$ cat src/hw/rtl/csc_pkg.sv
// shared types and constants for the crt sieve combiner
// command and status structs between controller and datapath; no dependencies
`timescale 1ns / 1ps

package csc_pkg;

  // fixed field widths of the item interface
  localparam int MOD_W = 16;
  localparam int SOL_W = 63;

  typedef enum logic [1:0] {
    ST_OK    = 2'd0,
    ST_NOSOL = 2'd1,
    ST_OVF   = 2'd2
  } csc_status_e;

  // controller to datapath
  typedef struct packed {
    logic load;        // capture a new input item
    logic rem_step;    // one bit of the shared remainder unit
    logic set_a;       // keep required residue, start reducing the solution
    logic new_commit;  // open a new system with residue and modulus
    logic set_r;       // keep solution mod n, start reducing the product
    logic set_pm;      // keep product mod n, set up sieve and multiplier
    logic sieve_step;  // advance candidate by one product
    logic mul_step;    // one bit of product times modulus
    logic commit;      // overflow check and state update
    logic set_nosol;   // flag no match within one modulus of steps
    logic out_load;    // move result into the output register
  } csc_cmd_t;

  // datapath to controller
  typedef struct packed {
    logic new_sys;  // first flag set or no system open yet
    logic match;    // running residue equals the required one
    logic last_k;   // this is the last sieve step within one modulus
  } csc_sts_t;

endpackage

$ cat src/hw/rtl/crt_sieve_combiner_top.sv
// top level of the crt sieve combiner: stream ports, controller and datapath
// depends on csc_pkg, csc_ctrl and csc_datapath
`timescale 1ns / 1ps

// Combines a system of congruences x = (-offset) mod modulus, one congruence per
// input item, and returns the running solution, the product of the moduli and a
// status for every item. One item is worked on at a time; the block takes a new
// item as soon as the previous result sits in the output register. An item that
// opens a new system (first set, or none open yet) only reduces its offset. Any
// other item also reduces the solution and the product modulo its modulus, then
// steps the sieve until the congruence holds, for at most one modulus of steps; a
// bit-serial remainder unit (three reductions, one bit per cycle, up to 63 bits
// each) and the one-step-per-cycle sieve loop set how long such an item takes.
// Status 1 means no match within one modulus of steps, status 2 that the solution
// or product would pass 63 bits; in both cases the state is kept.
// Modulus and offset are masked to MOD_BITS bits, and a zero modulus counts as one.
module crt_sieve_combiner_top #(
  parameter int MOD_BITS = 16
) (
  input  logic         clk_i,
  input  logic         rst_ni,
  input  logic         s_axis_tvalid_i,
  output logic         s_axis_tready_o,
  input  logic [31:0]  s_axis_tdata_i,   // modulus[15:0], offset[31:16]
  input  logic         s_axis_tuser_i,   // first
  output logic         m_axis_tvalid_o,
  input  logic         m_axis_tready_i,
  output logic [127:0] m_axis_tdata_o,   // solution[62:0], combined_modulus[125:63], zero fill
  output logic [1:0]   m_axis_tuser_o    // status
);
  import csc_pkg::*;

  csc_cmd_t         cmd;
  csc_sts_t         sts;
  logic [SOL_W-1:0] solution;
  logic [SOL_W-1:0] combined_modulus;
  logic [1:0]       status;

  // sequencer: handshakes and the order of the work phases
  csc_ctrl #(
    .MOD_BITS (MOD_BITS)
  ) u_ctrl (
    .clk_i     (clk_i),
    .rst_ni    (rst_ni),
    .s_valid_i (s_axis_tvalid_i),
    .s_ready_o (s_axis_tready_o),
    .m_valid_o (m_axis_tvalid_o),
    .m_ready_i (m_axis_tready_i),
    .sts_i     (sts),
    .cmd_o     (cmd)
  );

  // arithmetic, running state and output register
  csc_datapath #(
    .MOD_BITS (MOD_BITS)
  ) u_datapath (
    .clk_i              (clk_i),
    .rst_ni             (rst_ni),
    .cmd_i              (cmd),
    .sts_o              (sts),
    .modulus_i          (s_axis_tdata_i[MOD_W-1:0]),
    .offset_i           (s_axis_tdata_i[2*MOD_W-1:MOD_W]),
    .first_i            (s_axis_tuser_i),
    .solution_o         (solution),
    .combined_modulus_o (combined_modulus),
    .status_o           (status)
  );

  // pack result item, zero fill to whole bytes
  assign m_axis_tdata_o = {2'b00, combined_modulus, solution};
  assign m_axis_tuser_o = status;

endmodule

$ cat src/hw/rtl/csc_ctrl.sv
// sequencing controller for the crt sieve combiner
// depends on csc_pkg for the command and status structs
`timescale 1ns / 1ps

module csc_ctrl #(
  parameter int MOD_BITS = 16
) (
  input  logic              clk_i,
  input  logic              rst_ni,
  input  logic              s_valid_i,
  output logic              s_ready_o,
  output logic              m_valid_o,
  input  logic              m_ready_i,
  input  csc_pkg::csc_sts_t sts_i,
  output csc_pkg::csc_cmd_t cmd_o
);
  import csc_pkg::*;

  localparam int NB    = (MOD_BITS < MOD_W) ? MOD_BITS : MOD_W;
  localparam int CNT_W = $clog2(SOL_W);

  typedef enum logic [10:0] {
    S_IDLE   = 11'b00000000001,
    S_RED_P  = 11'b00000000010,
    S_SET_A  = 11'b00000000100,
    S_RED_S  = 11'b00000001000,
    S_SET_R  = 11'b00000010000,
    S_RED_M  = 11'b00000100000,
    S_SET_PM = 11'b00001000000,
    S_SIEVE  = 11'b00010000000,
    S_MUL    = 11'b00100000000,
    S_COMMIT = 11'b01000000000,
    S_DONE   = 11'b10000000000
  } csc_state_e;

  csc_state_e       state_q, state_d;
  logic [CNT_W-1:0] cnt_q, cnt_d;
  logic             m_valid_q, m_valid_d;

  assign s_ready_o = (state_q == S_IDLE);
  assign m_valid_o = m_valid_q;

  always_comb begin
    state_d = state_q;
    cnt_d   = cnt_q;
    cmd_o   = '0;
    case (state_q)
      S_IDLE: begin
        if (s_valid_i) begin
          cmd_o.load = 1'b1;
          cnt_d      = CNT_W'(NB - 1);
          state_d    = S_RED_P;
        end
      end
      S_RED_P: begin
        cmd_o.rem_step = 1'b1;
        cnt_d          = cnt_q - 1'b1;
        if (cnt_q == '0) begin
          state_d = S_SET_A;
        end
      end
      S_SET_A: begin
        cmd_o.set_a = 1'b1;
        if (sts_i.new_sys) begin
          cmd_o.new_commit = 1'b1;
          state_d          = S_DONE;
        end else begin
          cnt_d   = CNT_W'(SOL_W - 1);
          state_d = S_RED_S;
        end
      end
      S_RED_S: begin
        cmd_o.rem_step = 1'b1;
        cnt_d          = cnt_q - 1'b1;
        if (cnt_q == '0) begin
          state_d = S_SET_R;
        end
      end
      S_SET_R: begin
        cmd_o.set_r = 1'b1;
        cnt_d       = CNT_W'(SOL_W - 1);
        state_d     = S_RED_M;
      end
      S_RED_M: begin
        cmd_o.rem_step = 1'b1;
        cnt_d          = cnt_q - 1'b1;
        if (cnt_q == '0) begin
          state_d = S_SET_PM;
        end
      end
      S_SET_PM: begin
        cmd_o.set_pm = 1'b1;
        state_d      = S_SIEVE;
      end
      S_SIEVE: begin
        if (sts_i.match) begin
          cnt_d   = CNT_W'(NB - 1);
          state_d = S_MUL;
        end else if (sts_i.last_k) begin
          cmd_o.set_nosol = 1'b1;
          state_d         = S_DONE;
        end else begin
          cmd_o.sieve_step = 1'b1;
        end
      end
      S_MUL: begin
        cmd_o.mul_step = 1'b1;
        cnt_d          = cnt_q - 1'b1;
        if (cnt_q == '0) begin
          state_d = S_COMMIT;
        end
      end
      S_COMMIT: begin
        cmd_o.commit = 1'b1;
        state_d      = S_DONE;
      end
      S_DONE: begin
        if (!m_valid_q || m_ready_i) begin
          cmd_o.out_load = 1'b1;
          state_d        = S_IDLE;
        end
      end
      default: begin
        state_d = S_IDLE;
      end
    endcase
  end

  always_comb begin
    m_valid_d = m_valid_q;
    if (cmd_o.out_load) begin
      m_valid_d = 1'b1;
    end else if (m_ready_i) begin
      m_valid_d = 1'b0;
    end
  end

  always_ff @(posedge clk_i or negedge rst_ni) begin
    if (!rst_ni) begin
      state_q   <= S_IDLE;
      cnt_q     <= '0;
      m_valid_q <= 1'b0;
    end else begin
      state_q   <= state_d;
      cnt_q     <= cnt_d;
      m_valid_q <= m_valid_d;
    end
  end

endmodule

$ cat src/hw/rtl/csc_datapath.sv
// datapath of the crt sieve combiner: remainder unit, sieve, multiplier, state
// depends on csc_pkg; driven by csc_ctrl through csc_cmd_t
`timescale 1ns / 1ps

module csc_datapath #(
  parameter int MOD_BITS = 16
) (
  input  logic                     clk_i,
  input  logic                     rst_ni,
  input  csc_pkg::csc_cmd_t        cmd_i,
  output csc_pkg::csc_sts_t        sts_o,
  input  logic [csc_pkg::MOD_W-1:0] modulus_i,
  input  logic [csc_pkg::MOD_W-1:0] offset_i,
  input  logic                     first_i,
  output logic [csc_pkg::SOL_W-1:0] solution_o,
  output logic [csc_pkg::SOL_W-1:0] combined_modulus_o,
  output logic [1:0]               status_o
);
  import csc_pkg::*;

  localparam int NB    = (MOD_BITS < MOD_W) ? MOD_BITS : MOD_W;
  localparam int ACC_W = SOL_W + NB;

  // architectural state
  logic [SOL_W-1:0] sol_q, sol_d;
  logic [SOL_W-1:0] prod_q, prod_d;
  logic             started_q, started_d;

  // per-item working registers
  logic [NB-1:0]    n_q, a_q, r_q, pm_q, rem_q, k_q, msh_q;
  logic             first_q;
  logic [SOL_W-1:0] sh_q, cand_q;
  logic             ovf_q;
  logic [ACC_W-1:0] acc_q;
  csc_status_e      st_q;

  logic [SOL_W-1:0] out_sol_q, out_prod_q;
  csc_status_e      out_st_q;

  logic [NB-1:0]    mod_m, n_in;
  logic [NB:0]      rem_t, r_t;
  logic [NB-1:0]    rem_nxt, r_nxt, a_val;
  logic [SOL_W:0]   cand_sum;
  logic             mul_ovf;

  assign mod_m = modulus_i[NB-1:0];
  assign n_in  = (mod_m == '0) ? NB'(1) : mod_m;

  // one bit of restoring remainder: value stays below n
  assign rem_t   = {rem_q, sh_q[SOL_W-1]};
  assign rem_nxt = (rem_t >= {1'b0, n_q}) ? NB'(rem_t - {1'b0, n_q}) : rem_t[NB-1:0];
  assign a_val   = (rem_q == '0) ? '0 : n_q - rem_q;

  // next residue of the sieve, both terms below n
  assign r_t   = {1'b0, r_q} + {1'b0, pm_q};
  assign r_nxt = (r_t >= {1'b0, n_q}) ? NB'(r_t - {1'b0, n_q}) : r_t[NB-1:0];

  assign cand_sum = {1'b0, cand_q} + {1'b0, prod_q};
  assign mul_ovf  = (acc_q[ACC_W-1:SOL_W] != '0);

  assign sts_o.new_sys = first_q || !started_q;
  assign sts_o.match   = (r_q == a_q);
  assign sts_o.last_k  = (k_q == (n_q - NB'(1)));

  always_comb begin
    sol_d     = sol_q;
    prod_d    = prod_q;
    started_d = started_q;
    if (cmd_i.new_commit) begin
      sol_d     = SOL_W'(a_val);
      prod_d    = SOL_W'(n_q);
      started_d = 1'b1;
    end else if (cmd_i.commit && !ovf_q && !mul_ovf) begin
      sol_d  = cand_q;
      prod_d = acc_q[SOL_W-1:0];
    end
  end

  always_ff @(posedge clk_i or negedge rst_ni) begin
    if (!rst_ni) begin
      sol_q     <= '0;
      prod_q    <= SOL_W'(1);
      started_q <= 1'b0;
    end else begin
      sol_q     <= sol_d;
      prod_q    <= prod_d;
      started_q <= started_d;
    end
  end

  always_ff @(posedge clk_i) begin
    if (cmd_i.load) begin
      n_q     <= n_in;
      first_q <= first_i;
      sh_q    <= {offset_i[NB-1:0], {(SOL_W - NB){1'b0}}};
      rem_q   <= '0;
    end
    if (cmd_i.rem_step) begin
      rem_q <= rem_nxt;
      sh_q  <= {sh_q[SOL_W-2:0], 1'b0};
    end
    if (cmd_i.set_a) begin
      a_q   <= a_val;
      sh_q  <= sol_q;
      rem_q <= '0;
    end
    if (cmd_i.set_r) begin
      r_q   <= rem_q;
      sh_q  <= prod_q;
      rem_q <= '0;
    end
    if (cmd_i.set_pm) begin
      pm_q   <= rem_q;
      cand_q <= sol_q;
      ovf_q  <= 1'b0;
      k_q    <= '0;
      acc_q  <= '0;
      msh_q  <= n_q;
    end
    if (cmd_i.sieve_step) begin
      r_q    <= r_nxt;
      cand_q <= cand_sum[SOL_W-1:0];
      ovf_q  <= ovf_q | cand_sum[SOL_W];
      k_q    <= k_q + NB'(1);
    end
    if (cmd_i.mul_step) begin
      acc_q <= {acc_q[ACC_W-2:0], 1'b0} + (msh_q[NB-1] ? ACC_W'(prod_q) : '0);
      msh_q <= {msh_q[NB-2:0], 1'b0};
    end
    if (cmd_i.new_commit) begin
      st_q <= ST_OK;
    end else if (cmd_i.set_nosol) begin
      st_q <= ST_NOSOL;
    end else if (cmd_i.commit) begin
      st_q <= (ovf_q || mul_ovf) ? ST_OVF : ST_OK;
    end
    if (cmd_i.out_load) begin
      out_sol_q  <= sol_q;
      out_prod_q <= prod_q;
      out_st_q   <= st_q;
    end
  end

  assign solution_o         = out_sol_q;
  assign combined_modulus_o = out_prod_q;
  assign status_o           = out_st_q;

endmodule
$ cat config.mk
export PLATFORM = sky130hd
export DESIGN_NAME = crt_sieve_combiner_top
export DESIGN_NICKNAME = d
export VERILOG_FILES = /design/src/hw/rtl/csc_pkg.sv /design/src/hw/rtl/crt_sieve_combiner_top.sv /design/src/hw/rtl/csc_ctrl.sv /design/src/hw/rtl/csc_datapath.sv
export SDC_FILE = /design/constraint.sdc
export NUM_CORES = 1
export LEC_CHECK = 0
export ABC_AREA = 1
export BUFFER_PORTS_ARGS = -buffer_cell sky130_fd_sc_hd__buf_2
export CORE_ASPECT_RATIO = 0.9
export CORE_MARGIN = 2
export CORE_UTILIZATION = 40
export DETAILED_ROUTE_END_ITERATION = 7
export HOLD_SLACK_MARGIN = 0.05
export PLACE_DENSITY = 0.68
export SYNTH_ARGS = -nofsm -noshare
export SYNTH_HDL_FRONTEND = slang
export SYNTH_SLANG_ARGS = --single-unit
$ cat constraint.sdc
create_clock -name clk_i -period 6.48 [get_ports clk_i]
set_input_delay 0.324 -clock clk_i [delete_from_list [all_inputs] [get_ports clk_i]]
set_output_delay 0.324 -clock clk_i [all_outputs]
set_load 0.03 [all_outputs]
# Word-level counts from Yosys, hierarchy flattened
# Index checks and enable logic that the tools add are counted.
# classes
mux	62
n_bitwise	1
n_div	0
shifts	0
eq_ne	22
magnitude_cmp	2
n_reduce_logical	28
n_addsub	9
mul	0
# ops
op	count
2-to-1 mux 63 bit	11
2-to-1 mux 16 bit	11
2-to-1 mux 79 bit	2
case mux 11 bit (11 select lines)	1
2-to-1 mux 11 bit	9
adder 79 bit	1
adder 63 x 63 -> 64 bit	1
subtractor 16 bit	3
greater-or-equal comparator 17 x 16 -> 1 bit	2
equality test 16 bit	2
zero test 16 bit	2
case mux 6 bit (5 select lines)	1
2-to-1 mux 1 bit	22
2-to-1 mux 6 bit	3
adder 16 x 16 -> 17 bit	1
adder 16 x 1 -> 16 bit (second input constant)	1
nonzero test 16 bit	1
subtractor 16 x 1 -> 16 bit (second input constant)	1
nonzero test 2 bit	7
equality test 11 x 1 -> 1 bit (second input constant)	1
equality test 11 x 10 -> 1 bit (second input constant)	1
equality test 11 bit (second input constant)	1
equality test 11 x 2 -> 1 bit (second input constant)	1
equality test 11 x 3 -> 1 bit (second input constant)	1
other kinds (23)	37
# totals
inputBits	37
mem_bits_ro	0
out_inout_bits	132
latch_bits	0
ram_bits	0
memories	0
wordCells	148
ff_bits	594

# Depth between registers and ports, before layout
# Gate-level depths: netlist of run 1.
# depth
depth_word	6
depth_mapped	24
ltp_nobuf	23

# Modules after synthesis
# From an unflattened synthesis of run 1, not the netlist that was laid out.
# unflattened
cells_unflattened	5463
area_unflattened_um2	40299.9
# modules_own_cells
module	instances	area_each_um2	seq_area_each_um2	cells_each
csc_datapath	1	39018.7	16472.0	5295
csc_ctrl	1	1262.5	451.7	165
crt_sieve_combiner_top	1	18.8	0.0	3

# Worst setup path before layout of run 1
# OpenSTA, ideal clock, no wires.
# synth_timing
kind	register to register
from	register u_ctrl.state_q[1]
to	register u_datapath.out_prod_q[0] (netlist: u_datapath.combined_modulus_o[0]) (enable)
arrival_ns	6.412
stages_incl_launch_ff	8
n_path_buf	0
period_less_slack_ns	7.029
required_ns	5.864
setup_ns	0.616
slack_ns	-0.549
cell_sequence	dfrtp_1 -> nor2_1 -> inv_1 -> nor2_1 -> nand2_1 -> nor4_1 -> inv_1 -> nor2_1
# synth_lines
item	line	source
start, declared	csc_ctrl.sv:36	csc_state_e state_q, state_d;
start signal, assigned	csc_ctrl.sv:144	state_q <= state_d;
end signal, assigned	csc_datapath.sv:139	out_prod_q <= prod_q;
end, declared	csc_datapath.sv:37	logic [SOL_W-1:0] out_sol_q, out_prod_q;

# Final worst setup path of run 1
# layout_timing
from	register u_datapath.r_q[0]
to	register u_datapath.r_q[11] (data pin)
# layout_between
elab_chain_len	4
word_cells_on_any_way	8
cone_classes	2 x add/sub; 1 x order compare; 1 x eq/ne; 4 x mux
# layout_rtl
item	line	source
start, declared	csc_datapath.sv:30	logic [NB-1:0] n_q, a_q, r_q, pm_q, rem_q, k_q, msh_q;
start signal, assigned	csc_datapath.sv:108	r_q <= rem_q;
start signal, assigned	csc_datapath.sv:121	r_q <= r_nxt;
adder 16 x 16 -> 17 bit or equality test 16 bit (tied branches)	csc_datapath.sv:55, csc_datapath.sv:62	
subtractor 16 bit (tied with other cells)	csc_datapath.sv:56	assign r_nxt = (r_t >= {1'b0, n_q}) ? NB'(r_t - {1'b0, n_q}) : r_t[NB-1:0];
2-to-1 mux 16 bit or 2-to-1 mux 1 bit (tied branches)	csc_datapath.sv:56, csc_ctrl.sv:47	
2-to-1 mux 16 bit (*)	csc_datapath.sv:120	if (cmd_i.sieve_step) begin
# Every way passes the cells marked *; elsewhere a longest branch is shown, timed or not.
# A chain may end at the register's enable or synchronous reset.

==> reports/qor.csv, run 1 <==
stage,metric,value,unit
drt,vias post-DR,35940,
power_and_ir_drop,PnR Total Power,12400,uW
drt,vias per inst,5.44,
worst_setup_path,CP startpoint kind,flop,
power_and_ir_drop,Clock power frac,0.337,
worst_setup_path,Critical Path End Type,flop,
clock_network,Post-CTS Repair Setup Buffers,0,
power_and_ir_drop,logic gate share of total power,0.249,
clock_network,Clock Sinks,594,
floorplanning,Die X-Extent,332,um
sta,final hold slack,0.0773,ns
floorplanning,core area,96100,um^2
worst_setup_path,Critical-path top delay cell,nor2_1,
logic_synthesis,ys flop type,edfxtp_1,
logic_synthesis,cell count after synthesis,5122,
sta,min Tclk post-route,4.43,ns
layout,fin nets,5525,
floorplanning,IO Pins,169,
clock_network,clk root buf,clkbuf_16,
layout,"non-filler cells, final",6610,
sta,Rel. slew slack,0.194,
clock_network,post_cts resized,0,
drt,drt initial violations,4163,
place,Post-DP HPWL,110000,um
worst_setup_path,"Cell Chain, Critical Path","ha_1, fa_1, nand3_1, nand2_1, a21oi_1, o21ai_0, xor2_1, inv_1, ha_1, a21oi_1, o21ai_0, a21oi_1, nand2_1, nand2_1, inv_1, nor2_1, nand2_1, nand4_1, o21ai_1",
clock_network,Num CTS Buffers,67,
place,port buffer count,166,
global_routing,via count of the first global-routing pass,33373,
floorplanning,Die H,299,um
drt,Post-DRT Antenna Nets,0,
logic_synthesis,YS warnings,0,
drt,Pre-antenna DRT Iters,6,
status,status,"finished, final reports clean",
sta,final worst-path cycle share,0.684,
logic_synthesis,count of state elements after synthesis,594,
sta,Setup Skew,0.0304,ns
worst_setup_path,critical path class,reg -> reg,
sta,Worst Tran Pin Value,1.21,ns
layout,diodes inserted,0,
layout,Fill cells,9656,
sta,unrepaired setup endpoints after global routing,no,
global_routing,first-pass GRT wire length,206000,um
global_routing,antenna violations before repair,2,
power_and_ir_drop,NetSw,4370,uW
floorplanning,initial core utilization,0.402,
clock_network,Longest Clk Path Bufs,3,
layout,layout cells sized above 1,0.0675,
logic_synthesis,Mean Syn Cell Area,7.55,um^2
place,DP Area,40800,um^2
worst_setup_path,CP max stage delay,0.78,ns
worst_setup_path,Worst Path Max Fanout,10,
sta,FMAX,0.226,GHz
clock_network,TritonCTS clock tree,yes,
power_and_ir_drop,register share of total power,0.414,
sta,final hold violation count,0,
drt,DR DRC count,0,
layout,FF+latch area,16900,um^2
power_and_ir_drop,PD cells,286,nW/um^2
logic_synthesis,number of synthesized flops with an enable pin,430,
clock_network,maximum level of the CTS H-tree,3,
power_and_ir_drop,leakage,0.0204,uW
global_routing,total track usage,0.273,
hold_path,Hold Crit Class,in -> reg,
logic_synthesis,post-synthesis sequential area ratio,0.438,
place,GP Congestion,1.05,
layout,Multi-input gate area,18100,um^2
worst_setup_path,most frequent CP cell,nand2_1,
worst_setup_path,Worst EP required,6.83,ns
floorplanning,die area,99200,um^2
sta,Final Setup Violations,0,
power_and_ir_drop,peak supply drop,0.343,mV
global_routing,largest net degree at the start of global routing,77,
clock_network,CTS Hold Bufs,21,
floorplanning,row count,108,
layout,Layout area overhead,12.4,%
logic_synthesis,synthesized area,38700,um^2
place,Cell Count Post-Placement,6465,
power_and_ir_drop,Pint,8080,uW
drt,WL/cell,21.1,um
clock_network,Clock Pin Slew Worst Setup and Hold Paths,0.06,ns
worst_setup_path,Worst Path Arrival,4.78,ns
sta,final setup TNS,0,ns
layout,fin area,43500,um^2
global_routing,grt total ovfl,0,
sta,"Slew Viols, Final",0,
job,Max Cap Viol,0,
power_and_ir_drop,sw frac,0.351,
clock_network,Clock Latency Late Sink,0.65,ns
drt,Routed WL,139000,um
logic_synthesis,"Distinct cells, synth",55,
logic_synthesis,ys async rst share,0.244,
path summary, 6_finish.rpt:
check / from / endpoint / slack (ns) / cells past startpoint
worst max-delay path: u_datapath.r_q[0]$_DFFE_PP_ / u_datapath.r_q[11]$_DFFE_PP_ / 2.05 / 19
worst min-delay path: s_axis_tdata_i[22] / u_datapath.sh_q[53]$_DFFE_PP_ / 0.08 / 3
worst max register to register: u_datapath.r_q[0]$_DFFE_PP_ / u_datapath.r_q[11]$_DFFE_PP_ / 2.05 / 19
worst min register to register: u_datapath.sol_q[15]$_DFFE_PN0P_ / u_datapath.solution_o[15]$_DFFE_PP_ / 0.44 / 0
max in group asynchronous: rst_ni / u_datapath.prod_q[51]$_DFFE_PN0P_ / 5.07 / 3
min in group asynchronous: rst_ni / u_datapath.sol_q[48]$_DFFE_PN0P_ / 0.17 / 2
cells in the mapped netlist (4+ instances only):
library cell	number	area share
a21boi_0	6	0.0012
a21o_1	9	0.0017
a21oi_1	361	0.047
a21oi_2	6	0.0014
a22oi_1	11	0.0021
a31oi_1	8	0.0013
buf_2	17	0.0022
buf_4	5	0.00097
buf_6	4	0.0012
clkbuf_1	89	0.0086
dfrtp_1	143	0.093
dfxtp_1	19	0.0098
edfxtp_1	430	0.33
fa_1	6	0.0031
ha_1	192	0.062
inv_1	831	0.081
inv_2	5	0.00049
nand2_1	1388	0.13
nand3_1	267	0.035
nand3b_1	15	0.0029
nand4_1	57	0.0092
nor2_1	553	0.054
nor2_2	6	0.00097
nor3_1	46	0.0060
nor4_1	17	0.0028
o211ai_1	21	0.0041
o21a_1	15	0.0029
o21ai_0	338	0.044
o21ai_1	8	0.0010
o21bai_1	30	0.0058
o221ai_1	40	0.0091
o22ai_1	21	0.0034
o311ai_0	5	0.0011
or2_2	14	0.0023
xnor2_1	32	0.0072
xor2_1	75	0.017
cells by family after synthesis:
kind of cell	count (synthesis)	synth area share
AOI/OAI and AO/OA	888	0.128
and+or+nand+nor	2379	0.250
other	1	0.0000970
adders and majority gates	198	0.0652
buffers and inverters	955	0.0945
DFF	594	0.438
xor gates and xnor gates	107	0.0242
worst max-delay path, delay by kind of cell, from the launching register on:
| kind | cells | cell delay (ns) |
|---|---|---|
| flops | 1 | 0.41 |
| fa+ha+maj | 3 | 1.02 |
| compound gates | 6 | 0.97 |
| buf+inv | 2 | 0.10 |
| simple gates | 7 | 1.42 |
| xor+xnor | 1 | 0.19 |
power by group through the flow:
| stage | logic (uW) | clock network, uW | registers [uW] |
|---|---|---|---|
| finish | 3100 | 4190 | 5160 |
| detailed placement | 3000 | 0 | 5190 |
| CTS | 3020 | 4240 | 5120 |
| floorplan | 2110 | 0 | 4940 |
| global placement | 2980 | 0 | 5180 |
| global route | 3420 | 4380 | 5170 |
metal layers:
metal,global-route usage,part of all wire,vias to the layer above
li1,-,-,17112
met1,0.408,0.45,16875
met2,0.392,0.41,1734
met3,0.0605,0.11,217
met4,0.0828,0.032,2
met5,0,0.000093,-
cell type report:
type                    instances  area share
repair buffers                216      0.0291
flip-flops and latches        594       0.389
multi-input cells            3574       0.417
clock buffers                  88      0.0442
well taps                    1265      0.0364
clock inverters                36      0.0117
inverters                     837      0.0723
cells in the final DEF, fill, tap and decap left out, drive strengths merged, types with 75 or more instances in the layout:
master,n
nand3,269
nand2,1391
clkbuf,88
o21ai,346
dfrtp,143
ha,192
edfxtp,430
xor2,75
a21oi,367
nor2,561
inv,842
buf,195
registers in the layout, summed over array words and instances (netlist names), 2 cells and up:
register and count:
u_ctrl.cnt_q 6, u_ctrl.state_q 11, u_datapath.a_q 16, u_datapath.acc_q 79, u_datapath.cand_q 63, u_datapath.combined_modulus_o 63, u_datapath.k_q 16, u_datapath.msh_q 16
u_datapath.n_q 16, u_datapath.pm_q 16, u_datapath.prod_q 63, u_datapath.r_q 16, u_datapath.rem_q 16, u_datapath.sh_q 63, u_datapath.sol_q 63, u_datapath.solution_o 63
u_datapath.st_q 2, u_datapath.status_o 2
per-stage QoR:
stage	setup WS [ns]	utilization
global placement	2.25	0.425
global route	1.69	0.452
finish	2.05	0.452
detailed placement	2.23	0.425
CTS	2.19	0.452
floorplan	1.61	-
Note: power is estimated with default switching activity, not from simulation.
==> run 2, diff against run 1 <==
--- a/config.mk
+++ b/config.mk
@@ -5,14 +5,14 @@
 export SDC_FILE = /design/constraint.sdc
 export NUM_CORES = 1
 export LEC_CHECK = 0
-export ABC_AREA = 1
+export ABC_AREA = 0
 export BUFFER_PORTS_ARGS = -buffer_cell sky130_fd_sc_hd__buf_2
 export CORE_ASPECT_RATIO = 0.9
 export CORE_MARGIN = 2
 export CORE_UTILIZATION = 40
 export DETAILED_ROUTE_END_ITERATION = 7
 export HOLD_SLACK_MARGIN = 0.05
-export PLACE_DENSITY = 0.68
+export PLACE_DENSITY = 0.66
 export SYNTH_ARGS = -nofsm -noshare
 export SYNTH_HDL_FRONTEND = slang
 export SYNTH_SLANG_ARGS = --single-unit
==> constraint.sdc (replaced) <==
create_clock -name clk_i -period 4.65 [get_ports clk_i]
set_input_delay 0.2325 -clock clk_i [delete_from_list [all_inputs] [get_ports clk_i]]
set_output_delay 0.2325 -clock clk_i [all_outputs]
set_load 0.03 [all_outputs]
==> run 2 against run 1 <==
Sequential cell count unchanged; clock power increased by 35%; critical endpoint is now u_datapath.r_q[6]$_DFFE_PP_; maximum frequency increased by 0.79%; clock skew increased by 0.0029 ns; largest cell class is now registers; sequential share of layout area increased by 4.2 points.
==> reports/qor.csv, run 2 <==
stage,metric,value,unit,change
job,Max Cap Viol,0,,unchanged
place,GP Congestion,0.961,,-8.6%
logic_synthesis,top-count cell post-synth,nand2_1,,
logic_synthesis,cell count after synthesis,3475,,-32%
sta,"Slew Viols, Final",0,,unchanged
clock_network,Clock Latency Late Sink,0.62,ns,-0.03 ns
worst_setup_path,critical path class,reg -> reg,,
logic_synthesis,Post-Synth XOR/XNOR Area,0.0562,,+0.0319
floorplanning,IO Pins,169,,unchanged
sta,FMAX,0.228,GHz,+0.79%
sta,final worst-path cycle share,0.945,,+0.262
drt,drt initial violations,2921,,-30%
place,port buffer count,166,,unchanged
floorplanning,Die X-Extent,313,um,-5.5%
logic_synthesis,count of state elements after synthesis,594,,unchanged
worst_setup_path,Critical Path End Type,flop,,
worst_setup_path,Worst Path Arrival,4.74,ns,-0.04 ns
sta,worst setup margin,0.254,ns,-1.80 ns
layout,Final Core Density,0.459,,+0.00616
logic_synthesis,ys flop type,edfxtp_1,,
global_routing,first-pass GRT wire length,151000,um,-27%
logic_synthesis,Synth top area share,0.375,,+0.0406
layout,Fill cells,8013,,-17%
logic_synthesis,post-synthesis simple-gate area fraction,0.173,,-0.0778
floorplanning,die area,88500,um^2,-11%
logic_synthesis,Synth Area in Compound Gates,0.164,,+0.0367
worst_setup_path,Worst Path Max Fanout,7,,-3
floorplanning,Die H,282,um,-5.5%
drt,vias per inst,5.67,,+4.2%
clock_network,TritonCTS clock tree,yes,,
drt,Pre-antenna DRT Iters,6,,unchanged
worst_setup_path,Worst EP required,5.00,ns,-1.83 ns
layout,max FFs per register,79,,unchanged
sta,min Tclk post-route,4.40,ns,-0.0347 ns
clock_network,Num CTS Buffers,69,,+3.0%
layout,"non-filler cells, final",4823,,-27%
floorplanning,core area,85600,um^2,-11%
logic_synthesis,Adder-Cell Fraction of Synth Area,0.0732,,+0.00794
power_and_ir_drop,leakage,0.0170,uW,-17%
layout,highest-count cells in the layout ignoring fill and taps,"nand2_1, edfxtp_1, nor2_1, a21oi_1, ha_1",,
sta,final setup TNS,0,ns,unchanged
clock_network,maximum level of the CTS H-tree,3,,unchanged
logic_synthesis,post-synthesis mux area share,0.00744,,+0.00744
place,Post-DP HPWL,70300,um,-36%
logic_synthesis,post-synthesis sequential area ratio,0.491,,+0.0533
worst_setup_path,worst reg2reg path depth,17,,-2
layout,Reg with most FFs,u_datapath.acc_q,,
layout,Multi-input gate area,16400,um^2,-9.3%
logic_synthesis,number of synthesized flops with an enable pin,430,,unchanged
logic_synthesis,"Distinct cells, synth",99,,+80%
hold_path,Hold Crit Class,in -> reg,,
power_and_ir_drop,PD cells,290,nW/um^2,+1.1%
logic_synthesis,synthesized area,34500,um^2,-11%
layout,Layout area overhead,13.9,%,
layout,fin area,39300,um^2,-9.7%
logic_synthesis,"area leader, netlist",edfxtp_1,,
place,DP Area,36700,um^2,-10%
global_routing,largest net degree at the start of global routing,87,,+13%
global_routing,antenna violations before repair,0,,-2
layout,"commonest non-fill, non-tap cell in the layout",nand2_1,,
drt,Post-DRT Antenna Nets,0,,unchanged
place,Cell Count Post-Placement,4673,,-28%
sta,Setup Skew,0.0332,ns,+0.00290 ns
clock_network,Clock Pin Slew Worst Setup and Hold Paths,0.06,ns,about the same
logic_synthesis,ys async rst share,0.244,,unchanged
worst_setup_path,CP startpoint kind,flop,,
power_and_ir_drop,peak supply drop,0.235,mV,-31%
drt,vias post-DR,27328,,-24%
drt,Routed WL,98100,um,-30%
logic_synthesis,largest family of logic cells by synthesized area,simple AND/OR/NAND/NOR gates,,
logic_synthesis,Mean Syn Cell Area,9.92,um^2,+31%
global_routing,total track usage,0.218,,-0.0558
layout,fin nets,3857,,-30%
clock_network,Longest Clk Path Bufs,3,,unchanged
status,status,"finished, final reports clean",,
place,Place WS,0.0681,ns,-2.16 ns
global_routing,grt total ovfl,0,,unchanged
sta,Final Setup Violations,0,,unchanged
sta,Worst Tran Pin Value,1.17,ns,-0.0433 ns
logic_synthesis,YS warnings,0,,unchanged
drt,WL/cell,20.3,um,-3.5%
clock_network,clk root buf,clkbuf_16,,
sta,unrepaired setup endpoints after global routing,no,,
logic_synthesis,largest cells by area after synthesis,"edfxtp_1, dfrtp_1, ha_1",,
floorplanning,row count,102,,-5.6%
layout,diodes inserted,0,,unchanged
drt,DR DRC count,0,,unchanged
global_routing,via count of the first global-routing pass,25817,,-23%
sta,final hold violation count,0,,unchanged
layout,layout cells sized above 1,0.113,,+0.0453
hold_path,hold depth,5,,+2
floorplanning,initial core utilization,0.402,,about the same
clock_network,Clock Sinks,594,,unchanged
logic_synthesis,"top cells by count, synth","nand2_1, edfxtp_1, nor2_1",,
sta,Rel. slew slack,0.216,,+0.0229
layout,FF+latch area,16900,um^2,unchanged
run 2: cell types whose count changed after synthesis, moves of 26 or more:
cell,delta
nand2_1,-863
a21oi_1,-136
inv_1,-710
nor2_1,-310
a21o_1,+91
clkbuf_1,+53
o221ai_1,-35
xor2_1,+26
nor2b_1,+26
and2_1,+81
nand3_1,-133
a22oi_1,+28
o21ai_0,-161
xnor2_1,+88
run 2: cell type report:
type                            count  share of cell area
Clock buffer                       92              0.0474
Clock inverter                     36              0.0125
Inverter                          121              0.0116
Multi-Input combinational cell   2578               0.419
Sequential cell                   594               0.431
Tap cell                         1144              0.0365
Timing Repair Buffer              258              0.0424
run 2: repair_timing:
item / 4_1_cts / 5_1_grt
hold endpoints to repair: 72 / 0
resized for setup: 0 / 9
hold buffers: 20 / 0
buffers inserted: 0 / 2
endpoints found under the setup margin: 0 / 15
run 2: cell families after synthesis:
| group | after synthesis |
|---|---|
| adders and majority gates | 198 |
| AOI/OAI and AO/OA | 864 |
| muxes | 25 |
| buffers and inverters | 304 |
| and+or+nand+nor | 1268 |
| other | 1 |
| DFF | 594 |
| xor gates and xnor gates | 221 |
run 2: path summary, 6_finish.rpt:
path                       slack (ns)                        startpoint                                to
min in group asynchronous        0.19                            rst_ni  u_datapath.sol_q[27]$_DFFE_PN0P_
setup reg to reg                 0.25       u_datapath.r_q[4]$_DFFE_PP_       u_datapath.r_q[6]$_DFFE_PP_
hold / removal                   0.13                s_axis_tdata_i[23]     u_datapath.sh_q[54]$_DFFE_PP_
max in group asynchronous        3.31                            rst_ni     u_ctrl.state_q[1]$_DFFE_PN0P_
setup / recovery                 0.25       u_datapath.r_q[4]$_DFFE_PP_       u_datapath.r_q[6]$_DFFE_PP_
hold reg to reg                  0.47  u_datapath.msh_q[0]$_SDFFE_PP0N_  u_datapath.msh_q[0]$_SDFFE_PP0N_
run 2: power breakdown:
| group | switching, uW | internal, uW | leakage, uW | total, uW |
|---|---|---|---|---|
| Clock | 2310 | 3360 | 0.00114 | 5670 |
| Sequential | 0.0000000000000378 | 5630 | 0.00609 | 5630 |
| Combinational | 49.0 | 30.2 | 0.00975 | 79.2 |
run 2: metrics by stage:
step	power, uW	hold slack, ns
after floorplan	5760	-0.0631
after global placement	5800	0.267
after detailed placement	5800	0.270
after CTS	11500	0.100
after global routing	11700	0.143
final	11400	0.133
run 2: per-layer routing:
metal / up-vias / track usage / part of all wire
met5: - / 0 / 0
met2: 962 / 0.326 / 0.43
li1: 12963 / - / -
met4: 0 / 0.0672 / 0.031
met3: 160 / 0.0383 / 0.075
met1: 13243 / 0.319 / 0.47
run 2: critical path, cell delays in order (launching register included):
cell and delay, ns:
edfxtp_1 0.40, ha_1 0.36, o21a_1 0.20, o21a_1 0.18, a2111o_1 0.44, a31oi_4 0.21, nor2b_1 0.07, o21a_1 0.19
o41a_1 0.33, xor2_1 0.20, ha_1 0.30, nand4_1 0.12, nor4_2 0.06, a2111o_1 0.40, nor2_8 0.16, buf_4 0.20
mux2i_1 0.23, o21ai_1 0.09
